[src/aes128_block_cipher_assert.svh]
// assertion macros for the aes-128 block cipher
// used by the top level, no other dependencies
`ifndef AES128_BLOCK_CIPHER_ASSERT_SVH
`define AES128_BLOCK_CIPHER_ASSERT_SVH

// condition a implies condition b in the same cycle
`define AES_ASSERT_IMPLIES(lbl, clk, rst_n, a, b) \
  lbl: assert property (@(posedge clk) disable iff (!rst_n) (a) |-> (b)) \
    else $error("assertion failed");

// condition a implies that expression x is unchanged in the next cycle
`define AES_ASSERT_HOLDS(lbl, clk, rst_n, a, x) \
  lbl: assert property (@(posedge clk) disable iff (!rst_n) (a) |=> $stable(x)) \
    else $error("assertion failed");

`endif

[src/aes_pkg.sv]
// shared types, tables and round functions of the aes-128 cipher
// no dependencies
package aes_pkg;

  typedef struct packed {
    logic [63:0] block_high;
    logic [63:0] block_low;
  } in_beat_t;

  typedef struct packed {
    logic [63:0] result_high;
    logic [63:0] result_low;
  } out_beat_t;

  localparam int unsigned NumRounds = 10;
  localparam int unsigned NumKeys   = NumRounds + 1;

  // register indexes on the configuration port
  localparam logic [1:0] REG_KEY_HIGH = 2'd0;
  localparam logic [1:0] REG_KEY_LOW  = 2'd1;
  localparam logic [1:0] REG_DECRYPT  = 2'd2;

  localparam logic [7:0] RCON [NumKeys] = '{
    8'h00, 8'h01, 8'h02, 8'h04, 8'h08, 8'h10, 8'h20, 8'h40, 8'h80, 8'h1b, 8'h36
  };

  localparam logic [7:0] SBOX [256] = '{
    8'h63,8'h7c,8'h77,8'h7b,8'hf2,8'h6b,8'h6f,8'hc5,8'h30,8'h01,8'h67,8'h2b,8'hfe,8'hd7,8'hab,8'h76,
    8'hca,8'h82,8'hc9,8'h7d,8'hfa,8'h59,8'h47,8'hf0,8'had,8'hd4,8'ha2,8'haf,8'h9c,8'ha4,8'h72,8'hc0,
    8'hb7,8'hfd,8'h93,8'h26,8'h36,8'h3f,8'hf7,8'hcc,8'h34,8'ha5,8'he5,8'hf1,8'h71,8'hd8,8'h31,8'h15,
    8'h04,8'hc7,8'h23,8'hc3,8'h18,8'h96,8'h05,8'h9a,8'h07,8'h12,8'h80,8'he2,8'heb,8'h27,8'hb2,8'h75,
    8'h09,8'h83,8'h2c,8'h1a,8'h1b,8'h6e,8'h5a,8'ha0,8'h52,8'h3b,8'hd6,8'hb3,8'h29,8'he3,8'h2f,8'h84,
    8'h53,8'hd1,8'h00,8'hed,8'h20,8'hfc,8'hb1,8'h5b,8'h6a,8'hcb,8'hbe,8'h39,8'h4a,8'h4c,8'h58,8'hcf,
    8'hd0,8'hef,8'haa,8'hfb,8'h43,8'h4d,8'h33,8'h85,8'h45,8'hf9,8'h02,8'h7f,8'h50,8'h3c,8'h9f,8'ha8,
    8'h51,8'ha3,8'h40,8'h8f,8'h92,8'h9d,8'h38,8'hf5,8'hbc,8'hb6,8'hda,8'h21,8'h10,8'hff,8'hf3,8'hd2,
    8'hcd,8'h0c,8'h13,8'hec,8'h5f,8'h97,8'h44,8'h17,8'hc4,8'ha7,8'h7e,8'h3d,8'h64,8'h5d,8'h19,8'h73,
    8'h60,8'h81,8'h4f,8'hdc,8'h22,8'h2a,8'h90,8'h88,8'h46,8'hee,8'hb8,8'h14,8'hde,8'h5e,8'h0b,8'hdb,
    8'he0,8'h32,8'h3a,8'h0a,8'h49,8'h06,8'h24,8'h5c,8'hc2,8'hd3,8'hac,8'h62,8'h91,8'h95,8'he4,8'h79,
    8'he7,8'hc8,8'h37,8'h6d,8'h8d,8'hd5,8'h4e,8'ha9,8'h6c,8'h56,8'hf4,8'hea,8'h65,8'h7a,8'hae,8'h08,
    8'hba,8'h78,8'h25,8'h2e,8'h1c,8'ha6,8'hb4,8'hc6,8'he8,8'hdd,8'h74,8'h1f,8'h4b,8'hbd,8'h8b,8'h8a,
    8'h70,8'h3e,8'hb5,8'h66,8'h48,8'h03,8'hf6,8'h0e,8'h61,8'h35,8'h57,8'hb9,8'h86,8'hc1,8'h1d,8'h9e,
    8'he1,8'hf8,8'h98,8'h11,8'h69,8'hd9,8'h8e,8'h94,8'h9b,8'h1e,8'h87,8'he9,8'hce,8'h55,8'h28,8'hdf,
    8'h8c,8'ha1,8'h89,8'h0d,8'hbf,8'he6,8'h42,8'h68,8'h41,8'h99,8'h2d,8'h0f,8'hb0,8'h54,8'hbb,8'h16
  };

  localparam logic [7:0] INV_SBOX [256] = '{
    8'h52,8'h09,8'h6a,8'hd5,8'h30,8'h36,8'ha5,8'h38,8'hbf,8'h40,8'ha3,8'h9e,8'h81,8'hf3,8'hd7,8'hfb,
    8'h7c,8'he3,8'h39,8'h82,8'h9b,8'h2f,8'hff,8'h87,8'h34,8'h8e,8'h43,8'h44,8'hc4,8'hde,8'he9,8'hcb,
    8'h54,8'h7b,8'h94,8'h32,8'ha6,8'hc2,8'h23,8'h3d,8'hee,8'h4c,8'h95,8'h0b,8'h42,8'hfa,8'hc3,8'h4e,
    8'h08,8'h2e,8'ha1,8'h66,8'h28,8'hd9,8'h24,8'hb2,8'h76,8'h5b,8'ha2,8'h49,8'h6d,8'h8b,8'hd1,8'h25,
    8'h72,8'hf8,8'hf6,8'h64,8'h86,8'h68,8'h98,8'h16,8'hd4,8'ha4,8'h5c,8'hcc,8'h5d,8'h65,8'hb6,8'h92,
    8'h6c,8'h70,8'h48,8'h50,8'hfd,8'hed,8'hb9,8'hda,8'h5e,8'h15,8'h46,8'h57,8'ha7,8'h8d,8'h9d,8'h84,
    8'h90,8'hd8,8'hab,8'h00,8'h8c,8'hbc,8'hd3,8'h0a,8'hf7,8'he4,8'h58,8'h05,8'hb8,8'hb3,8'h45,8'h06,
    8'hd0,8'h2c,8'h1e,8'h8f,8'hca,8'h3f,8'h0f,8'h02,8'hc1,8'haf,8'hbd,8'h03,8'h01,8'h13,8'h8a,8'h6b,
    8'h3a,8'h91,8'h11,8'h41,8'h4f,8'h67,8'hdc,8'hea,8'h97,8'hf2,8'hcf,8'hce,8'hf0,8'hb4,8'he6,8'h73,
    8'h96,8'hac,8'h74,8'h22,8'he7,8'had,8'h35,8'h85,8'he2,8'hf9,8'h37,8'he8,8'h1c,8'h75,8'hdf,8'h6e,
    8'h47,8'hf1,8'h1a,8'h71,8'h1d,8'h29,8'hc5,8'h89,8'h6f,8'hb7,8'h62,8'h0e,8'haa,8'h18,8'hbe,8'h1b,
    8'hfc,8'h56,8'h3e,8'h4b,8'hc6,8'hd2,8'h79,8'h20,8'h9a,8'hdb,8'hc0,8'hfe,8'h78,8'hcd,8'h5a,8'hf4,
    8'h1f,8'hdd,8'ha8,8'h33,8'h88,8'h07,8'hc7,8'h31,8'hb1,8'h12,8'h10,8'h59,8'h27,8'h80,8'hec,8'h5f,
    8'h60,8'h51,8'h7f,8'ha9,8'h19,8'hb5,8'h4a,8'h0d,8'h2d,8'he5,8'h7a,8'h9f,8'h93,8'hc9,8'h9c,8'hef,
    8'ha0,8'he0,8'h3b,8'h4d,8'hae,8'h2a,8'hf5,8'hb0,8'hc8,8'heb,8'hbb,8'h3c,8'h83,8'h53,8'h99,8'h61,
    8'h17,8'h2b,8'h04,8'h7e,8'hba,8'h77,8'hd6,8'h26,8'he1,8'h69,8'h14,8'h63,8'h55,8'h21,8'h0c,8'h7d
  };

  // multiply by x in gf(2^8)
  function automatic logic [7:0] xtime(input logic [7:0] a);
    xtime = {a[6:0], 1'b0} ^ (a[7] ? 8'h1b : 8'h00);
  endfunction

  // byte 0 of the state sits at the top of the word, byte i at bits 127-8*i
  function automatic logic [127:0] sub_bytes(input logic [127:0] s, input logic inv);
    logic [127:0] o;
    o = '0;
    for (int i = 0; i < 16; i++) begin
      o[127-8*i -: 8] = inv ? INV_SBOX[s[127-8*i -: 8]] : SBOX[s[127-8*i -: 8]];
    end
    return o;
  endfunction

  // byte c*4+r is column c, row r; row r rotates by r
  function automatic logic [127:0] shift_rows(input logic [127:0] s, input logic inv);
    logic [127:0] o;
    logic [1:0]   src;
    o = '0;
    for (int c = 0; c < 4; c++) begin
      for (int r = 0; r < 4; r++) begin
        src = inv ? 2'(c - r) : 2'(c + r);
        o[127-8*(c*4+r) -: 8] = s[127-8*(int'(src)*4+r) -: 8];
      end
    end
    return o;
  endfunction

  function automatic logic [127:0] mix_columns(input logic [127:0] s, input logic inv);
    logic [127:0] o;
    logic [7:0]   a  [4];
    logic [7:0]   x2 [4];
    logic [7:0]   x4 [4];
    logic [7:0]   x8 [4];
    logic [7:0]   m9 [4];
    logic [7:0]   m11 [4];
    logic [7:0]   m13 [4];
    logic [7:0]   m14 [4];
    o = '0;
    for (int c = 0; c < 4; c++) begin
      for (int k = 0; k < 4; k++) begin
        a[k]   = s[127-8*(c*4+k) -: 8];
        x2[k]  = xtime(a[k]);
        x4[k]  = xtime(x2[k]);
        x8[k]  = xtime(x4[k]);
        m9[k]  = x8[k] ^ a[k];
        m11[k] = x8[k] ^ x2[k] ^ a[k];
        m13[k] = x8[k] ^ x4[k] ^ a[k];
        m14[k] = x8[k] ^ x4[k] ^ x2[k];
      end
      for (int r = 0; r < 4; r++) begin
        if (inv) begin
          o[127-8*(c*4+r) -: 8] = m14[r] ^ m11[(r+1)%4] ^ m13[(r+2)%4] ^ m9[(r+3)%4];
        end else begin
          o[127-8*(c*4+r) -: 8] = x2[r] ^ x2[(r+1)%4] ^ a[(r+1)%4] ^ a[(r+2)%4]
                                  ^ a[(r+3)%4];
        end
      end
    end
    return o;
  endfunction

endpackage

[src/aes_key_expand.sv]
// round key expansion, one round key per cycle, and the round key registers
// depends on aes_pkg
module aes_key_expand (
  input  logic                                       clk_i,
  input  logic                                       rst_ni,
  input  logic                                       start_i,
  input  logic [127:0]                               key_i,
  output logic                                       busy_o,
  output logic [aes_pkg::NumKeys-1:0][127:0]         round_keys_o
);
  import aes_pkg::*;

  logic [NumKeys-1:0][127:0] rk_q;
  logic [127:0]              cur_q, next_key;
  logic [3:0]                cnt_q;
  logic                      busy_q;
  logic [31:0]               w3, tmp;

  // next round key from the previous one
  always_comb begin
    w3  = cur_q[31:0];
    tmp = {SBOX[w3[23:16]] ^ RCON[cnt_q], SBOX[w3[15:8]], SBOX[w3[7:0]], SBOX[w3[31:24]]};
    next_key[127:96] = cur_q[127:96] ^ tmp;
    next_key[95:64]  = cur_q[95:64] ^ next_key[127:96];
    next_key[63:32]  = cur_q[63:32] ^ next_key[95:64];
    next_key[31:0]   = cur_q[31:0] ^ next_key[63:32];
  end

  // expansion sequencer
  always_ff @(posedge clk_i or negedge rst_ni) begin
    if (!rst_ni) begin
      busy_q <= 1'b0;
      cnt_q  <= '0;
    end else if (start_i) begin
      busy_q <= 1'b1;
      cnt_q  <= 4'd1;
    end else if (busy_q) begin
      cnt_q  <= cnt_q + 4'd1;
      if (cnt_q == 4'(NumRounds)) begin
        busy_q <= 1'b0;
      end
    end
  end

  // key store
  always_ff @(posedge clk_i) begin
    if (start_i) begin
      rk_q[0] <= key_i;
      cur_q   <= key_i;
    end else if (busy_q) begin
      rk_q[cnt_q] <= next_key;
      cur_q       <= next_key;
    end
  end

  assign busy_o       = start_i | busy_q;
  assign round_keys_o = rk_q;
endmodule

[config.mk]
export PLATFORM = sky130hd
export DESIGN_NAME = aes_key_expand
export DESIGN_NICKNAME = d
export VERILOG_FILES = /design/src/aes128_block_cipher_assert.svh /design/src/aes_pkg.sv /design/src/aes_key_expand.sv
export SDC_FILE = /design/constraint.sdc
export NUM_CORES = 2
export LEC_CHECK = 0
export BUFFER_PORTS_ARGS = -buffer_cell sky130_fd_sc_hd__buf_2
export CAP_MARGIN = 20
export CORE_AREA = 2 2 607 609
export DETAILED_ROUTE_END_ITERATION = 6
export DIE_AREA = 0 0 609 611
export GPL_ROUTABILITY_DRIVEN = 0
export PLACE_DENSITY_LB_ADDON = 0.2
export SKIP_CTS_REPAIR_TIMING = 1
export SYNTH_ARGS = -nofsm -noshare
export SYNTH_HDL_FRONTEND = slang
export SYNTH_SLANG_ARGS = --single-unit
[constraint.sdc]
create_clock -name clk_i -period 6.49 [get_ports clk_i]
set_clock_uncertainty 0.2 [all_clocks]
set_input_delay 0.649 -clock clk_i [delete_from_list [all_inputs] [get_ports clk_i]]
set_output_delay 0.649 -clock clk_i [all_outputs]
set_load 0.03 [all_outputs]
; ---- Word level (Yosys, flattened, before mapping)
; Memory sizes are Yosys's and may differ from the RTL's.
; Cells that the tools add are included.
[op_classes]
muxes = 22
add_sub_neg = 1
reduce_logical = 3
n_eq_ne = 1
bitwise = 12
n_lt_le_gt_ge = 7
[ops]
columns = operator, count
row1 = 1408-bit bitwise mux, 1
row2 = 128-bit two-way mux, 5
row3 = 128-bit demux with 4-bit select, 1
row4 = 32-bit XOR, 4
row5 = 8-bit two-way mux, 10
row6 = 9-bit greater-or-equal comparator (second input constant), 4
row7 = 8-bit NOT with 9-bit output, 4
row8 = 4-bit two-way mux, 2
row9 = 8-bit XOR, 1
row10 = 5-bit greater-or-equal comparator (second input constant), 1
row11 = 4-bit by 5-bit < comparator with 1-bit output (second input constant), 1
row12 = 4-bit NOT with 5-bit output, 1
row13 = 4-bit by 1-bit adder with 4-bit output (second input constant), 1
row14 = 4-bit == test (second input constant), 1
row15 = 4-bit by 1-bit greater-or-equal comparator with 1-bit output (second input constant), 1
row16 = 1-bit two-way mux, 3
row17 = 2-bit AND reduction, 1
row18 = 2-bit nonzero test, 1
row19 = 1-bit logical AND, 1
row20 = 1-bit NOT, 1
row21 = 1-bit bitwise OR, 1
[totals]
regBits = 1541
output_inout_bits = 1409
elab_cells = 65
romBits = 8320
memories = 5
[mem_list]
columns = memory, words, width, rd, rd_ports_with_merged_regs, wr, line_no
row1 = (no name shown), 256, 8, 1, 0, 0, aes_key_expand.sv:22  ; tmp = {SBOX[w3[23:16]] ^ RCON[cnt_q], SBOX[w3[15:8]], SBOX[w3[7:0]], SBOX[w3[31:24]]};
row2 = (no name shown), 256, 8, 1, 0, 0, aes_key_expand.sv:22
row3 = (no name shown), 256, 8, 1, 0, 0, aes_key_expand.sv:22
row4 = (no name shown), 256, 8, 1, 0, 0, aes_key_expand.sv:22
row5 = (no name shown), 16, 8, 1, 0, 0, aes_key_expand.sv:22

; ---- Longest topological paths before layout
[logic_depth]
depth_word = 12
depth_mapped = 16

; ---- Least setup slack after synthesis
; Ideal clock, no wire load.
[synth_path]
path_kind = input to register
start = input start_i
end = register rk_q, in the netlist round_keys_o[0] (enable)
setup_slack_ns = -0.266
n_path_buf = 2
stages = 4
setup_ns = 0.502
arrival_time_ns = 6.054
path_cell_list = clkbuf_1 clkbuf_1 or2_2 and2_1
[synth_between]
elab_chain_len = 1
[synth_lines]
columns = element, line_no
row1 = "start, declared", aes_key_expand.sv:6  ; input logic start_i,
row2 = 2-bit nonzero test (no line), n/a
row3 = "end signal, assigned by index", aes_key_expand.sv:51  ; rk_q[cnt_q] <= next_key;
row4 = "end, declared", aes_key_expand.sv:13  ; logic [NumKeys-1:0][127:0] rk_q;
; No other way between the ends.
; A chain may end at the register's enable or synchronous reset.

; ---- Worst setup path in the final report
[layout_path]
start = register cur_q[8]
end = register cur_q[19], data pin
[layout_between]
elab_chain_len = 10
[layout_lines]
columns = element, line_no
row1 = "start, declared", aes_key_expand.sv:14  ; logic [127:0] cur_q, next_key;
row2 = "start signal, assigned", aes_key_expand.sv:49  ; cur_q <= key_i;
row3 = "start signal, assigned", aes_key_expand.sv:52  ; cur_q <= next_key;
row4 = 8-bit NOT with 9-bit output (not written as such), aes_key_expand.sv:22
row5 = memory 256 x 8 bit, n/a
row6 = 8-bit two-way mux (not written as such) (2 in series), aes_key_expand.sv:22
row7 = 32-bit XOR, aes_key_expand.sv:23  ; next_key[127:96] = cur_q[127:96] ^ tmp;
row8 = net next_key[115], aes_key_expand.sv:14
row9 = 32-bit XOR, aes_key_expand.sv:24  ; next_key[95:64] = cur_q[95:64] ^ next_key[127:96];
row10 = 32-bit XOR, aes_key_expand.sv:25  ; next_key[63:32] = cur_q[63:32] ^ next_key[95:64];
row11 = 32-bit XOR, aes_key_expand.sv:26  ; next_key[31:0] = cur_q[31:0] ^ next_key[63:32];
row12 = net next_key[19], aes_key_expand.sv:14
row13 = 128-bit two-way mux, aes_key_expand.sv:50  ; end else if (busy_q) begin
row14 = 128-bit two-way mux, aes_key_expand.sv:47  ; if (start_i) begin
; The timed path passes the listed nets, and every way through them passes these cells. The select of a mux whose other input is x is not followed.

==> summary.txt <==
Run status
  • Run status: finished, violations left
  • Failing checks: DRC, hold timing

CTS
  • Clock Sink Count: between 1,500 and 2,000
  • Clk root buf: clkbuf_16
  • CTS tree: done
  • Clock Pin Slew Worst Setup and Hold Paths: 0.06 ns
  • Clk buf depth: 4
  • Total number of H-tree levels: 4
  • Inserted Clock Buffers: ~190
  • Clk_lat worst skew: ~0.92 ns

Critical path
  • Cells along the critical path: inv_1, ha_1, buf_4, nor2_1, a211oi_1, a311oi_1, o32ai_1, nor3_1, a222oi_1, buf_4, xnor2_1, inv_2, xnor3_1, mux2_4
  • Slowest CP cell: xnor3_1
  • CP arrival: approximately 6.0 ns
  • Required time worst endpoint: between 6 and 7 ns
  • Critical Path End Type: register
  • Most common cell on crit path: buf_4
  • Setup crit start kind: register
  • Largest fanout on the critical path: 16
  • Slowest stage delay, CP: 0.73 ns
  • Setup CP Type: reg -> reg
  • Top delay family on crit path: compound AO/OA/AOI/OAI gates
  • Crit path buf inv count: 4

Floorplanning
  • Io pins: between 1,500 and 2,000
  • Initial core utilization: 0.179
  • Die area: ~370,000 µm²
  • Die span in x: 609 µm
  • Core area: 365,000 µm²
  • Num rows: roughly 220
  • Die Ht: 611 µm

Global routing
  • Initial antenna violation count: around 50
  • First-pass GRT wire length: between 400,000 and 500,000 µm
  • Gr usage total: 0.177
  • Remaining Overflow, GRT: 0
  • Pin count of the biggest net entering global routing: ~130
  • Vias in the first global route: approximately 48,000

STA
  • Setup TNS: 0 ns
  • Unrepaired setup endpoints after global routing: false
  • Final Hold Viols: 2
  • Final worst path period share: 0.855
  • Max-slew headroom: 0.240
  • Achievable frequency: around 180 MHz
  • Final setup fails: 0
  • Worst-margin pin slew: approximately 1.1 ns
  • Minimum clock period: 5.55 ns
  • Hold Worst Slack: -0.00887 ns
  • Slew Viols, Final: 0
  • Post-route worst setup slack: 0.941 ns

Routing
  • Drt total wl: approximately 350,000 µm
  • Vias/cell: about 4.5
  • WL per Instance: 31.1 µm
  • Antenna viol nets, final: 0
  • Drc violations: 6
  • Via Count: roughly 50,000
  • First-pass iteration count of the detailed router: 7
  • DR iter-0 viols: around 6,800

Finish
  • Synthesis-to-layout area growth: 33.6%
  • Layout cell share with drive strength beyond 1: 0.365
  • # nets final: ~6,300
  • Fillcell total: 38,600

Place
  • Port buffer count: 1,539
  • Pre-CTS WS: between 0.7 and 0.8 ns
  • Detailed Place HPWL: 250,000 µm

Job
  • Max_cap viols: 0

Synthesis
  • Synth warn: 0
  • Commonest register cell after synthesis: edfxtp_1
  • Synthesized area: around 65,000 µm²
  • Syn Inst Count: 4,361
  • Post-Syn Area per Cell: roughly 15 µm²
  • Synthesized Nets: about 4,600
  • Async S/R FF share, synth: 0.00324
  • Unique masters post-synth: ~110
  • EDFF count, synth: 1,536
  • Seq cells post-synth: about 1,500
  • Sequential share of the synthesized area: 0.708

Hold path
  • Worst Hold Class: in -> reg
## worst min-delay path: stages
cell and delay [ns]:
buf_2 0.08, nand2_1 0.13, o21ai_0 0.12
## registers in the layout, indices dropped and copies added, names as in the netlist
signal        flops
busy_q            1
cnt_q             4
round_keys_o   1408
cur_q           128
## cell usage in the layout, fill, tap and decap left out, types with 116 or more instances in the layout
cell type and n:
edfxtp_1 1536, buf_4 185, nand2_1 229, nand2b_1 116, dlygate4sd3_1 119, clkbuf_16 188, buf_2 1538, o21ai_0 240
a21oi_1 185, nor2_1 171
## Yosys cell counts (all sizes together) (31+ instances only)
cell / n / area [µm²]
clkbuf: 122 / 458
o21ai: 255 / 1280
a21oi: 187 / 940
ha: 62 / 776
and2: 68 / 425
xnor2: 118 / 1200
nor2: 173 / 652
or2: 31 / 194
xor2: 42 / 383
a311oi: 41 / 377
a31oi: 69 / 432
nand3: 63 / 315
buf: 193 / 1170
mux4: 32 / 721
mux2i: 48 / 480
nor2b: 82 / 516
a211oi: 48 / 375
nand2: 232 / 881
nand2b: 116 / 726
mux2: 69 / 792
nor3: 81 / 405
o211ai: 43 / 323
inv: 108 / 405
edfxtp: 1536 / 46100
## path summary, 6_finish.rpt
| kind | from | endpoint | slack, ns | cells after the start |
|---|---|---|---|---|
| worst max-delay path | cur_q[8] | cur_q[19] | 0.94 | 14 |
| min in group asynchronous | rst_ni | busy_q | 0.57 | 3 |
| worst max register to register | cur_q[8] | cur_q[19] | 0.94 | 14 |
| worst min register to register | cnt_q[0] | cnt_q[0] | 0.41 | 2 |
| max in group asynchronous | rst_ni | cnt_q[2] | 5.31 | 3 |
| worst min-delay path | key_i[63] | round_keys_o[63] | -0.009 | 3 |
## cell type report
cell class	count	area [µm²]	area share
sequential	1541	46200	0.530
multi-input combinational	2396	17400	0.199
timing repair buffer	1875	10900	0.125
tap	4816	6030	0.0691
clock buffer	213	4800	0.0550
clock inverter	128	1400	0.0161
inverter	109	417	0.00478
antenna	17	42.5	0.000488
## metal layers
| metal | global-route usage | share of wire | vias to the layer above |
|---|---|---|---|
| met5 | 0.00581 | 0.0012 | - |
| met4 | 0.0605 | 0.038 | 16 |
| met3 | 0.0396 | 0.078 | 562 |
| met2 | 0.303 | 0.49 | 2981 |
| met1 | 0.217 | 0.39 | 25600 |
| li1 | - | - | 20500 |
## metrics by stage
| stage | hold WS (ns) | cell area, µm² | util | instances |
|---|---|---|---|---|
| 2_1_floorplan | 0.153 | 65300 | - | 4361 |
| 3_3_place_gp | 0.272 | 79800 | 0.219 | 10600 |
| 3_5_place_dp | 0.284 | 79800 | 0.219 | 10600 |
| 4_1_cts | -0.747 | 86000 | 0.236 | 11000 |
| 5_1_grt | 0.00133 | 87200 | 0.239 | 11100 |
| 6_report | -0.00887 | 87200 | 0.239 | 11100 |
## cell families after synthesis
| group | count (synthesis) | share of synthesized area |
|---|---|---|
| multiplexers | 149 | 0.0305 |
| adder cells (fa/ha/maj) | 62 | 0.0119 |
| AND/OR/NAND/NOR | 967 | 0.0762 |
| XOR/XNOR | 184 | 0.0326 |
| AO/OA/AOI/OAI | 1034 | 0.110 |
| flip-flops | 1541 | 0.708 |
| buffers and inverters | 424 | 0.0312 |
Power is left out: the tool's default activity adds up to more than one toggle a clock period on the data nets, which glitch-free logic cannot reach.
